==> config.mk <==
export PLATFORM = sky130hd
export DESIGN_NAME = deq_ctrl
export DESIGN_NICKNAME = d
export VERILOG_FILES = /design/src/design/deq_pkg.sv /design/src/design/deq_ctrl.sv
export VERILOG_INCLUDE_DIRS = /design/src /design/src/design
export SDC_FILE = /design/constraint.sdc
export NUM_CORES = 1
export LEC_CHECK = 0
export ABC_AREA = 1
export BUFFER_PORTS_ARGS = -buffer_cell sky130_fd_sc_hd__buf_2
export CAP_MARGIN = 10
export CORE_MARGIN = 1
export CORE_UTILIZATION = 38
export CTS_BUF_LIST = sky130_fd_sc_hd__clkbuf_16
export CTS_CLUSTER_SIZE = 16
export DETAILED_ROUTE_END_ITERATION = 8
export GPL_TIMING_DRIVEN = 0
export PLACE_DENSITY = 0.69
export SYNTH_ARGS = -nofsm -noshare
export SYNTH_HDL_FRONTEND = slang
export SYNTH_SLANG_ARGS = --single-unit
==> constraint.sdc <==
create_clock -name clk -period 5.6 [get_ports clk]
set_input_delay 0.56 -clock clk [delete_from_list [all_inputs] [get_ports clk]]
set_output_delay 0.56 -clock clk [all_outputs]
set_load 0.005 [all_outputs]
==> src/design/double_ended_queue_unit_macros.svh <==
// ----------------------------------------------------------------------------
// Assertion macros for the double-ended queue unit
// Clocked on clk, quiet while rst_n is low; empty bodies in synthesis.
// ----------------------------------------------------------------------------
`ifndef DOUBLE_ENDED_QUEUE_UNIT_MACROS_SVH
`define DOUBLE_ENDED_QUEUE_UNIT_MACROS_SVH

`ifndef SYNTHESIS

// plain property, checked at every clock edge out of reset
`define DEQ_ASSERT(lbl, prop, msg) \
  lbl: assert property (@(posedge clk) disable iff (!rst_n) (prop)) \
    else $error(msg);

// antecedent implies consequent in the same cycle
`define DEQ_ASSERT_IMPL(lbl, ante, cons, msg) \
  lbl: assert property (@(posedge clk) disable iff (!rst_n) (ante) |-> (cons)) \
    else $error(msg);

`else

`define DEQ_ASSERT(lbl, prop, msg)
`define DEQ_ASSERT_IMPL(lbl, ante, cons, msg)

`endif

`endif

==> src/design/deq_pkg.sv <==
// ----------------------------------------------------------------------------
// deq_pkg
// Sizes, codes, types and ring index helpers shared by the deque unit.
// ----------------------------------------------------------------------------
`timescale 1ns / 1ps
`default_nettype none

package deq_pkg;

  localparam int DEPTH      = 1024;
  localparam int DATA_W     = 32;   // stored word width
  localparam int VAL_W      = 32;   // value / element field width
  localparam int ACT_W      = 3;
  localparam int OCC_W      = 11;
  localparam int ST_W       = 2;
  localparam int IN_DATA_W  = 32;
  localparam int OUT_DATA_W = 48;   // element + occupancy, padded to bytes
  localparam int IDX_W      = $clog2(DEPTH);
  localparam int CNT_W      = $clog2(DEPTH + 1);

  typedef logic [IDX_W-1:0]  idx_t;
  typedef logic [CNT_W-1:0]  cnt_t;
  typedef logic [CNT_W:0]    sum_t;
  typedef logic [DATA_W-1:0] word_t;

  localparam idx_t IDX_LAST = idx_t'(DEPTH - 1);
  localparam cnt_t CNT_FULL = cnt_t'(DEPTH);
  localparam sum_t SUM_WRAP = sum_t'(DEPTH);

  // action codes
  localparam logic [ACT_W-1:0] ACT_PUSH_FRONT = 3'd0;
  localparam logic [ACT_W-1:0] ACT_PUSH_BACK  = 3'd1;
  localparam logic [ACT_W-1:0] ACT_POP_FRONT  = 3'd2;
  localparam logic [ACT_W-1:0] ACT_POP_BACK   = 3'd3;
  localparam logic [ACT_W-1:0] ACT_PEEK_FRONT = 3'd4;
  localparam logic [ACT_W-1:0] ACT_PEEK_BACK  = 3'd5;

  // status codes
  localparam logic [ST_W-1:0] ST_OK    = 2'd0;
  localparam logic [ST_W-1:0] ST_EMPTY = 2'd1;
  localparam logic [ST_W-1:0] ST_FULL  = 2'd2;

  typedef enum logic {
    S_IDLE,
    S_SEEK
  } state_t;

  typedef struct packed {
    logic  wr_en;
    word_t wr_data;
  } ring_req_t;

  typedef struct packed {
    idx_t  head_pos;
    word_t head_data;
  } ring_stat_t;

  typedef struct packed {
    logic [VAL_W-1:0] element;
    logic [OCC_W-1:0] occupancy;
    logic [ST_W-1:0]  status;
  } result_t;

  // (a + b) mod DEPTH, a < DEPTH, b <= DEPTH
  function automatic idx_t ring_add(idx_t a, cnt_t b);
    sum_t s;
    s = sum_t'(a) + sum_t'(b);
    if (s >= SUM_WRAP) begin
      s = s - SUM_WRAP;
    end
    return idx_t'(s);
  endfunction

  function automatic idx_t ring_dec(idx_t a);
    return (a == '0) ? IDX_LAST : a - idx_t'(1);
  endfunction

  // sign-extend or truncate the value field into a stored word
  function automatic word_t to_word(logic [VAL_W-1:0] v);
    word_t w;
    for (int i = 0; i < DATA_W; i++) begin
      w[i] = (i < VAL_W) ? v[i] : v[VAL_W-1];
    end
    return w;
  endfunction

  // low VAL_W bits of a stored word, zero-filled
  function automatic logic [VAL_W-1:0] to_elem(word_t w);
    logic [VAL_W-1:0] e;
    for (int i = 0; i < VAL_W; i++) begin
      e[i] = (i < DATA_W) ? w[i] : 1'b0;
    end
    return e;
  endfunction

  function automatic logic [OCC_W-1:0] to_occ(cnt_t c);
    logic [OCC_W-1:0] o;
    for (int i = 0; i < OCC_W; i++) begin
      o[i] = (i < CNT_W) ? c[i] : 1'b0;
    end
    return o;
  endfunction

endpackage

`default_nettype wire

==> src/design/deq_ctrl.sv <==
// ----------------------------------------------------------------------------
// deq_ctrl
// Front index, count and the per-word sequencer: decode, wait for the
// target entry to reach the ring head, then read or write it.
// ----------------------------------------------------------------------------
`timescale 1ns / 1ps
`default_nettype none

`include "double_ended_queue_unit_macros.svh"

module deq_ctrl
  import deq_pkg::*;
(
  input  wire logic             clk,
  input  wire logic             rst_n,
  input  wire logic             in_valid,
  output logic                  in_ready,
  input  wire logic [ACT_W-1:0] in_action,
  input  wire logic [VAL_W-1:0] in_value,
  input  wire logic             out_free,
  input  wire ring_stat_t       stat,
  output ring_req_t             req,
  output logic                  res_load,
  output result_t               res
);

  state_t            state_r, state_nxt;
  idx_t              front_r, front_nxt;
  cnt_t              cnt_r, cnt_nxt;
  logic [ACT_W-1:0]  act_r;
  word_t             val_r;
  idx_t              tgt_r, tgt_nxt;
  logic              acc_r, acc_nxt;
  logic [ST_W-1:0]   status_r, status_nxt;
  logic              take;
  logic              is_push;

  assign is_push = (act_r == ACT_PUSH_FRONT) || (act_r == ACT_PUSH_BACK);

  // decode of the incoming word against the current front and count
  always_comb begin
    tgt_nxt    = front_r;
    acc_nxt    = 1'b0;
    status_nxt = ST_OK;
    unique case (in_action)
      ACT_PUSH_FRONT: begin
        if (cnt_r == CNT_FULL) begin
          status_nxt = ST_FULL;
        end else begin
          acc_nxt = 1'b1;
          tgt_nxt = ring_dec(front_r);
        end
      end
      ACT_PUSH_BACK: begin
        if (cnt_r == CNT_FULL) begin
          status_nxt = ST_FULL;
        end else begin
          acc_nxt = 1'b1;
          tgt_nxt = ring_add(front_r, cnt_r);
        end
      end
      ACT_POP_FRONT, ACT_PEEK_FRONT: begin
        if (cnt_r == '0) begin
          status_nxt = ST_EMPTY;
        end else begin
          acc_nxt = 1'b1;
          tgt_nxt = front_r;
        end
      end
      ACT_POP_BACK, ACT_PEEK_BACK: begin
        if (cnt_r == '0) begin
          status_nxt = ST_EMPTY;
        end else begin
          acc_nxt = 1'b1;
          tgt_nxt = ring_add(front_r, cnt_r - cnt_t'(1));
        end
      end
      default: begin
        // unused action: no access, ok status
      end
    endcase
  end

  always_ff @(posedge clk) begin
    if (!rst_n) begin
      state_r <= S_IDLE;
    end else begin
      state_r <= state_nxt;
    end
  end

  always_comb begin
    state_nxt   = state_r;
    in_ready    = 1'b0;
    take        = 1'b0;
    res_load    = 1'b0;
    req.wr_en   = 1'b0;
    req.wr_data = val_r;
    front_nxt   = front_r;
    cnt_nxt     = cnt_r;
    unique case (state_r)
      S_IDLE: begin
        in_ready = 1'b1;
        if (in_valid) begin
          take      = 1'b1;
          state_nxt = S_SEEK;
        end
      end
      S_SEEK: begin
        if ((!acc_r || (stat.head_pos == tgt_r)) && out_free) begin
          res_load  = 1'b1;
          req.wr_en = acc_r && is_push;
          state_nxt = S_IDLE;
          if (acc_r) begin
            unique case (act_r)
              ACT_PUSH_FRONT: begin
                front_nxt = tgt_r;
                cnt_nxt   = cnt_r + cnt_t'(1);
              end
              ACT_PUSH_BACK: begin
                cnt_nxt = cnt_r + cnt_t'(1);
              end
              ACT_POP_FRONT: begin
                front_nxt = ring_add(front_r, cnt_t'(1));
                cnt_nxt   = cnt_r - cnt_t'(1);
              end
              ACT_POP_BACK: begin
                cnt_nxt = cnt_r - cnt_t'(1);
              end
              default: begin
                // peeks leave the pointers alone
              end
            endcase
          end
        end
      end
      default: begin
        state_nxt = S_IDLE;
      end
    endcase
  end

  assign res.element   = (acc_r && !is_push) ? to_elem(stat.head_data) : '0;
  assign res.occupancy = to_occ(cnt_nxt);
  assign res.status    = status_r;

  always_ff @(posedge clk) begin
    if (!rst_n) begin
      front_r <= '0;
      cnt_r   <= '0;
      acc_r   <= 1'b0;
    end else begin
      front_r <= front_nxt;
      cnt_r   <= cnt_nxt;
      if (take) begin
        acc_r <= acc_nxt;
      end
    end
  end

  always_ff @(posedge clk) begin
    if (take) begin
      act_r    <= in_action;
      val_r    <= to_word(in_value);
      tgt_r    <= tgt_nxt;
      status_r <= status_nxt;
    end
  end

  `DEQ_ASSERT(a_cnt_bound, cnt_r <= CNT_FULL, "element count above depth")
  `DEQ_ASSERT_IMPL(a_push_grows, res_load && acc_r && is_push, ##1 cnt_r == $past(cnt_r) + cnt_t'(1), "push did not grow count")
  `DEQ_ASSERT_IMPL(a_pop_front, res_load && acc_r && (act_r == ACT_POP_FRONT), ##1 front_r == ring_add($past(front_r), cnt_t'(1)), "pop front did not advance front")

endmodule

`default_nettype wire

Yosys cells after proc, flatten, opt, wreduce, memory -nomap -nowiden
Index checks and enable logic that the tools add are counted.

Reduce and logical (&&, ||, !) cells: 18. Add/subtract/negate cells: 9. $lt $le $gt $ge: 3. Mux-type cells: 29. Bitwise gates (word level): 1. Eq/ne operators: 10.

Operators by type and width (number): 10-bit two-way mux (7); 10-bit by 1-bit subtractor with 10-bit output, second input constant (4); 11-bit two-way mux (3); 32-bit two-way mux (1); 10-bit one-hot mux with 3 select lines (1); 10-bit by 11-bit adder with 12-bit output (2); 12-bit by 11-bit >= comparator with 1-bit output, second input constant (2); 11-bit one-hot mux with 2 select lines (1); 10-bit one-hot mux with 2 select lines (1); 3-bit by 2-bit == test with 1-bit output, second input constant (4); 10-bit by 1-bit adder with 11-bit output, second input constant (1); 11-bit by 1-bit adder with 11-bit output, second input constant (1); 11-bit == test, second input constant (1); 11-bit >= comparator, second input constant (1); 11-bit logical NOT (1); 1-bit two-way mux (11); 11-bit by 1-bit subtractor with 11-bit output, second input constant (1); 10-bit == test (1); 10-bit logical NOT (1); 2-bit OR reduction (4); 3-bit by 1-bit == test with 1-bit output, second input constant (2); 3-bit == test, second input constant (2); 3-bit logical NOT (2); 1-bit one-hot mux with 2 select lines (2); other kinds (9) (13).

Output and inout bits: 80. Register bits after elaboration: 70. Word-level logic and storage cells: 78.

Longest topological paths before layout
Word-level depth: 6. Mapped depth: 18.

Least setup slack after synthesis
OpenSTA, ideal clock, no wires.

Path type: reg-to-reg. From: register cnt_r[1]. To: register tgt_r[9] (data pin). Data arrival time: 2138 ps. Cell stages (with the launch flop): 16. Path slack: 3210 ps. Data required time: 5348 ps. Cell sequence: dfxtp_1 > inv_1 > ha_1 > nand2_2 > nor2_4 > xor2_2 > ha_1 > a21o_1 > a21boi_0 > nand3_1 > nand2_1 > nand3_1 > nand2_1 > nand2_1 > inv_1 > nand2_1.

Cells in the longest elaborated chain, start to end: 6.

Ends and longest elaborated chain: from (decl) (RTL line deq_ctrl.sv:29) `cnt_t cnt_r, cnt_nxt;`; from (signal assigned) (RTL line deq_ctrl.sv:154) `cnt_r <= cnt_nxt;`; 11-bit by 1-bit subtractor with 11-bit output (RTL line deq_ctrl.sv:75) `tgt_nxt = ring_add(front_r, cnt_r - cnt_t'(1));`; 10-bit by 11-bit adder with 12-bit output (RTL line deq_pkg.sv:67) `s = sum_t'(a) + sum_t'(b);`; 10-bit by 1-bit subtractor with 10-bit output or 12-bit by 11-bit >= comparator with 1-bit output (tied branches) (RTL line deq_pkg.sv:69, deq_pkg.sv:68); 10-bit two-way mux (RTL line deq_pkg.sv:68) `if (s >= SUM_WRAP) begin`; 10-bit two-way mux (RTL line deq_ctrl.sv:71) `if (cnt_r == '0) begin`; 10-bit one-hot mux with 3 select lines (*) (RTL line deq_ctrl.sv:45) `unique case (in_action)`; named net tgt_nxt[9] (RTL line deq_ctrl.sv:32) `idx_t tgt_r, tgt_nxt;`; to (signal assigned) (RTL line deq_ctrl.sv:165) `tgt_r <= tgt_nxt;`; to (decl) (RTL line deq_ctrl.sv:32).

Mark *: on every way through the listed nets, which the timed path passes. The rest lies on a longest branch. A chain may end at the register's enable or synchronous reset.

Final worst setup path
From: register cnt_r[0]. To: register tgt_r[9] (data pin).

Same word-level chain as after synthesis.

==> results.json <==
{
  "ys_async_sr_fraction": 0,
  "post-cts-setup-buffers": 0,
  "wl_um": 14800,
  "dr_total_vias": 5193,
  "cts_buffers": 9,
  "critPathMaxFanout": 8,
  "setup_ws_ns": 2.62,
  "ff_latch_area_um2": 1870,
  "gr-total-overflow": 0,
  "dieArea_um2": 14200,
  "fill_cells": 1351,
  "postCtsHoldBufs": 0,
  "synth_fp_nets": 862,
  "clk_pin_slew_ns": 0.06,
  "start_kind": "flop",
  "r2r_cells": 15,
  "hold_viol_final": 0,
  "drt_iter0_drc": 373,
  "grt_pass1_wl_um": 23500,
  "fmax_mhz": 336,
  "drt_pass1_iterations": 5,
  "fin_skew_ns": 0.00966,
  "multi_input_area_um2": 2730,
  "hold_path_depth": 1,
  "final_cells": 1108,
  "outcome": "finished clean",
  "drive_gt1_frac": 0.264,
  "cts.sinks": 70,
  "place_ws_ns": 2.65,
  "synth_edf_count": 47,
  "io_pins": 161,
  "initial_utilization": 0.392,
  "synth_top_area_frac": 0.270,
  "post-route-min-period_ns": 2.98,
  "whs_ns": 0.393,
  "min_period_over_period": 0.532,
  "hp-class": "input pin to flop",
  "synth.avg_cell_area_um2": 6.92,
  "finalSetupTns_ns": 0,
  "rsz0062_at_grt": "no",
  "grt_antenna_before_repair": 0,
  "syn_inst": 755,
  "slew-limit-headroom": 0.479,
  "ir_drop_mv": 0.123,
  "nets": 1034,
  "cts-resized-gates": 0,
  "rows": 42,
  "diodes": 0,
  "required_ns": 5.69,
  "portBuffers": 160,
  "globalplace.congestion": 0.893,
  "yosys.area.top_type": "edfxtp_1",
  "yosys_warnings": 0,
  "fp.dieH_um": 119,
  "synth_top_cells_by_area": "edfxtp_1 (27%), nand2_1 (14%), dfxtp_1 (8.8%), inv_1 (8.6%), nor2_1 (8.1%)",
  "insertion_delay_ns": 0.34,
  "grt_max_degree": 35,
  "worstSetupPathType": "flop to flop",
  "tightest_slew_ns": 0.778,
  "maxSlewViolCount": 0,
  "dieWidth_um": 119,
  "core_area_um2": 13300,
  "ys.flop_type": "edfxtp_1",
  "max-cap-violations": 0,
  "synthToLayoutAreaGrowth_pct": 25.2,
  "grtUsageTotal": 0.210,
  "dp_hpwl_um": 11700,
  "viasPerCell": 4.69,
  "drc": 0,
  "setup_violations": 0,
  "ys_ff_latch": 70,
  "power_density_nw_per_um2": 192,
  "dp_cells": 1092,
  "cp_data_arrival_time_ns": 3.07,
  "end_kind": "flop",
  "ant_nets": 0,
  "fin_util": 0.490,
  "root_buffer": "clkbuf_16",
  "power.leakage_nw": 3.65,
  "grt_pass1_vias": 4771,
  "cts_max_level": 3,
  "ys_seq_area_frac": 0.358,
  "post_drt_wl_per_cell_um": 13.3,
  "synth_area_um2": 5230,
  "clockBufferDepth": 2,
  "cts_tree": "yes",
  "ys_types": 39
}
critical path, stage by stage (launching register included):
cell and delay (ns):
dfxtp_1 0.53, inv_2 0.18, ha_1 0.27, nand2_2 0.14
nor2_1 0.08, xor2_1 0.23, ha_1 0.32, a21oi_1 0.15
a21boi_0 0.25, nand3_1 0.17, nand2_1 0.13, nand3_1 0.08
nand2_1 0.06, nand2_1 0.04, inv_1 0.05, nand2_1 0.05
metrics by stage:
stage          area, um2  total power [mW]
6_report            6540              1.26
3_5_place_dp        6270             0.732
4_1_cts             6540              1.27
3_3_place_gp        6250             0.728
5_1_grt             6540              1.31
2_1_floorplan       5230             0.658
worst paths after layout:
kind | from | end | slack [ns]
worst max-delay path | cnt_r[0] | tgt_r[9] | 2.62
worst min-delay path | in_value[1] | val_r[1] | 0.39
worst max register to register | cnt_r[0] | tgt_r[9] | 2.62
worst min register to register | state_r | state_r | 0.55
power breakdown:
group | internal (mW) | switching, mW | total [mW] | leakage (nW)
Clock | 0.301 | 0.235 | 0.536 | 0.134
Combinational | 0.0573 | 0.0761 | 0.133 | 2.88
Sequential | 0.578 | 0.00893 | 0.587 | 0.639
Total | 0.937 | 0.320 | 1.26 | 3.65
state kept, by name, summed over array words and instances (netlist names):
register  flops
status_r      2
act_r         3
state_r       1
val_r        32
tgt_r        10
front_r      10
acc_r         1
cnt_r        11
cells in the final DEF (no fill, tap or decap), types with 2 or more instances in the layout:
cell and n:
a21boi_0 2, a21o_1 2, a21oi_1 24, buf_2 168, buf_4 3, buf_6 4
clkbuf_1 3, clkbuf_16 9, clkinvlp_4 2, dfxtp_1 23, edfxtp_1 47, fa_1 2
ha_1 24, inv_1 120, inv_2 14, inv_6 2, nand2_1 194, nand2_2 6
nand3_1 42, nand3_2 3, nand4_1 12, nor2_1 113, nor2_2 14, nor2_4 5
nor3_1 7, nor3_2 2, o211ai_1 3, o21ai_0 30, o21ai_1 13, o21ai_2 7
o21bai_1 3, o221ai_1 2, o22ai_1 3, xnor2_1 4, xor2_1 10
layout make-up:
class,instances,area share
clock inverters,7,0.00765
flip-flops and latches,70,0.286
repair buffers,161,0.125
multi-input cells,533,0.418
well taps,176,0.0337
plain buffers,18,0.0182
clock buffers,9,0.0344
inverters,134,0.0769
kinds of logic after synthesis:
kind of cell / share of synthesized area
flip-flops: 0.358
AND/OR/NAND/NOR: 0.331
AO/OA/AOI/OAI: 0.101
XOR/XNOR: 0.0266
adder cells (fa/ha/maj): 0.0651
buffers and inverters: 0.119
routing by layer:
layer / vias up / track usage / wire (um)
met5: - / 0 / 0
met4: 0 / 0.0547 / 165
met3: 14 / 0.0556 / 1150
met2: 182 / 0.344 / 6760
met1: 2269 / 0.271 / 6680
li1: 2728 / - / -
cell usage after synthesis (3+ instances only):
| cell type | instances |
|---|---|
| a21oi_1 | 24 |
| buf_2 | 8 |
| buf_4 | 3 |
| buf_6 | 4 |
| clkbuf_1 | 3 |
| dfxtp_1 | 23 |
| edfxtp_1 | 47 |
| ha_1 | 24 |
| inv_1 | 120 |
| inv_2 | 13 |
| nand2_1 | 194 |
| nand2_2 | 6 |
| nand3_1 | 42 |
| nand3_2 | 3 |
| nand4_1 | 12 |
| nor2_1 | 113 |
| nor2_2 | 14 |
| nor2_4 | 5 |
| nor3_1 | 7 |
| o211ai_1 | 3 |
| o21ai_0 | 30 |
| o21ai_1 | 13 |
| o21ai_2 | 7 |
| o21bai_1 | 3 |
| o22ai_1 | 3 |
| xnor2_1 | 4 |
| xor2_1 | 10 |
(Power assumes the default switching activity.)
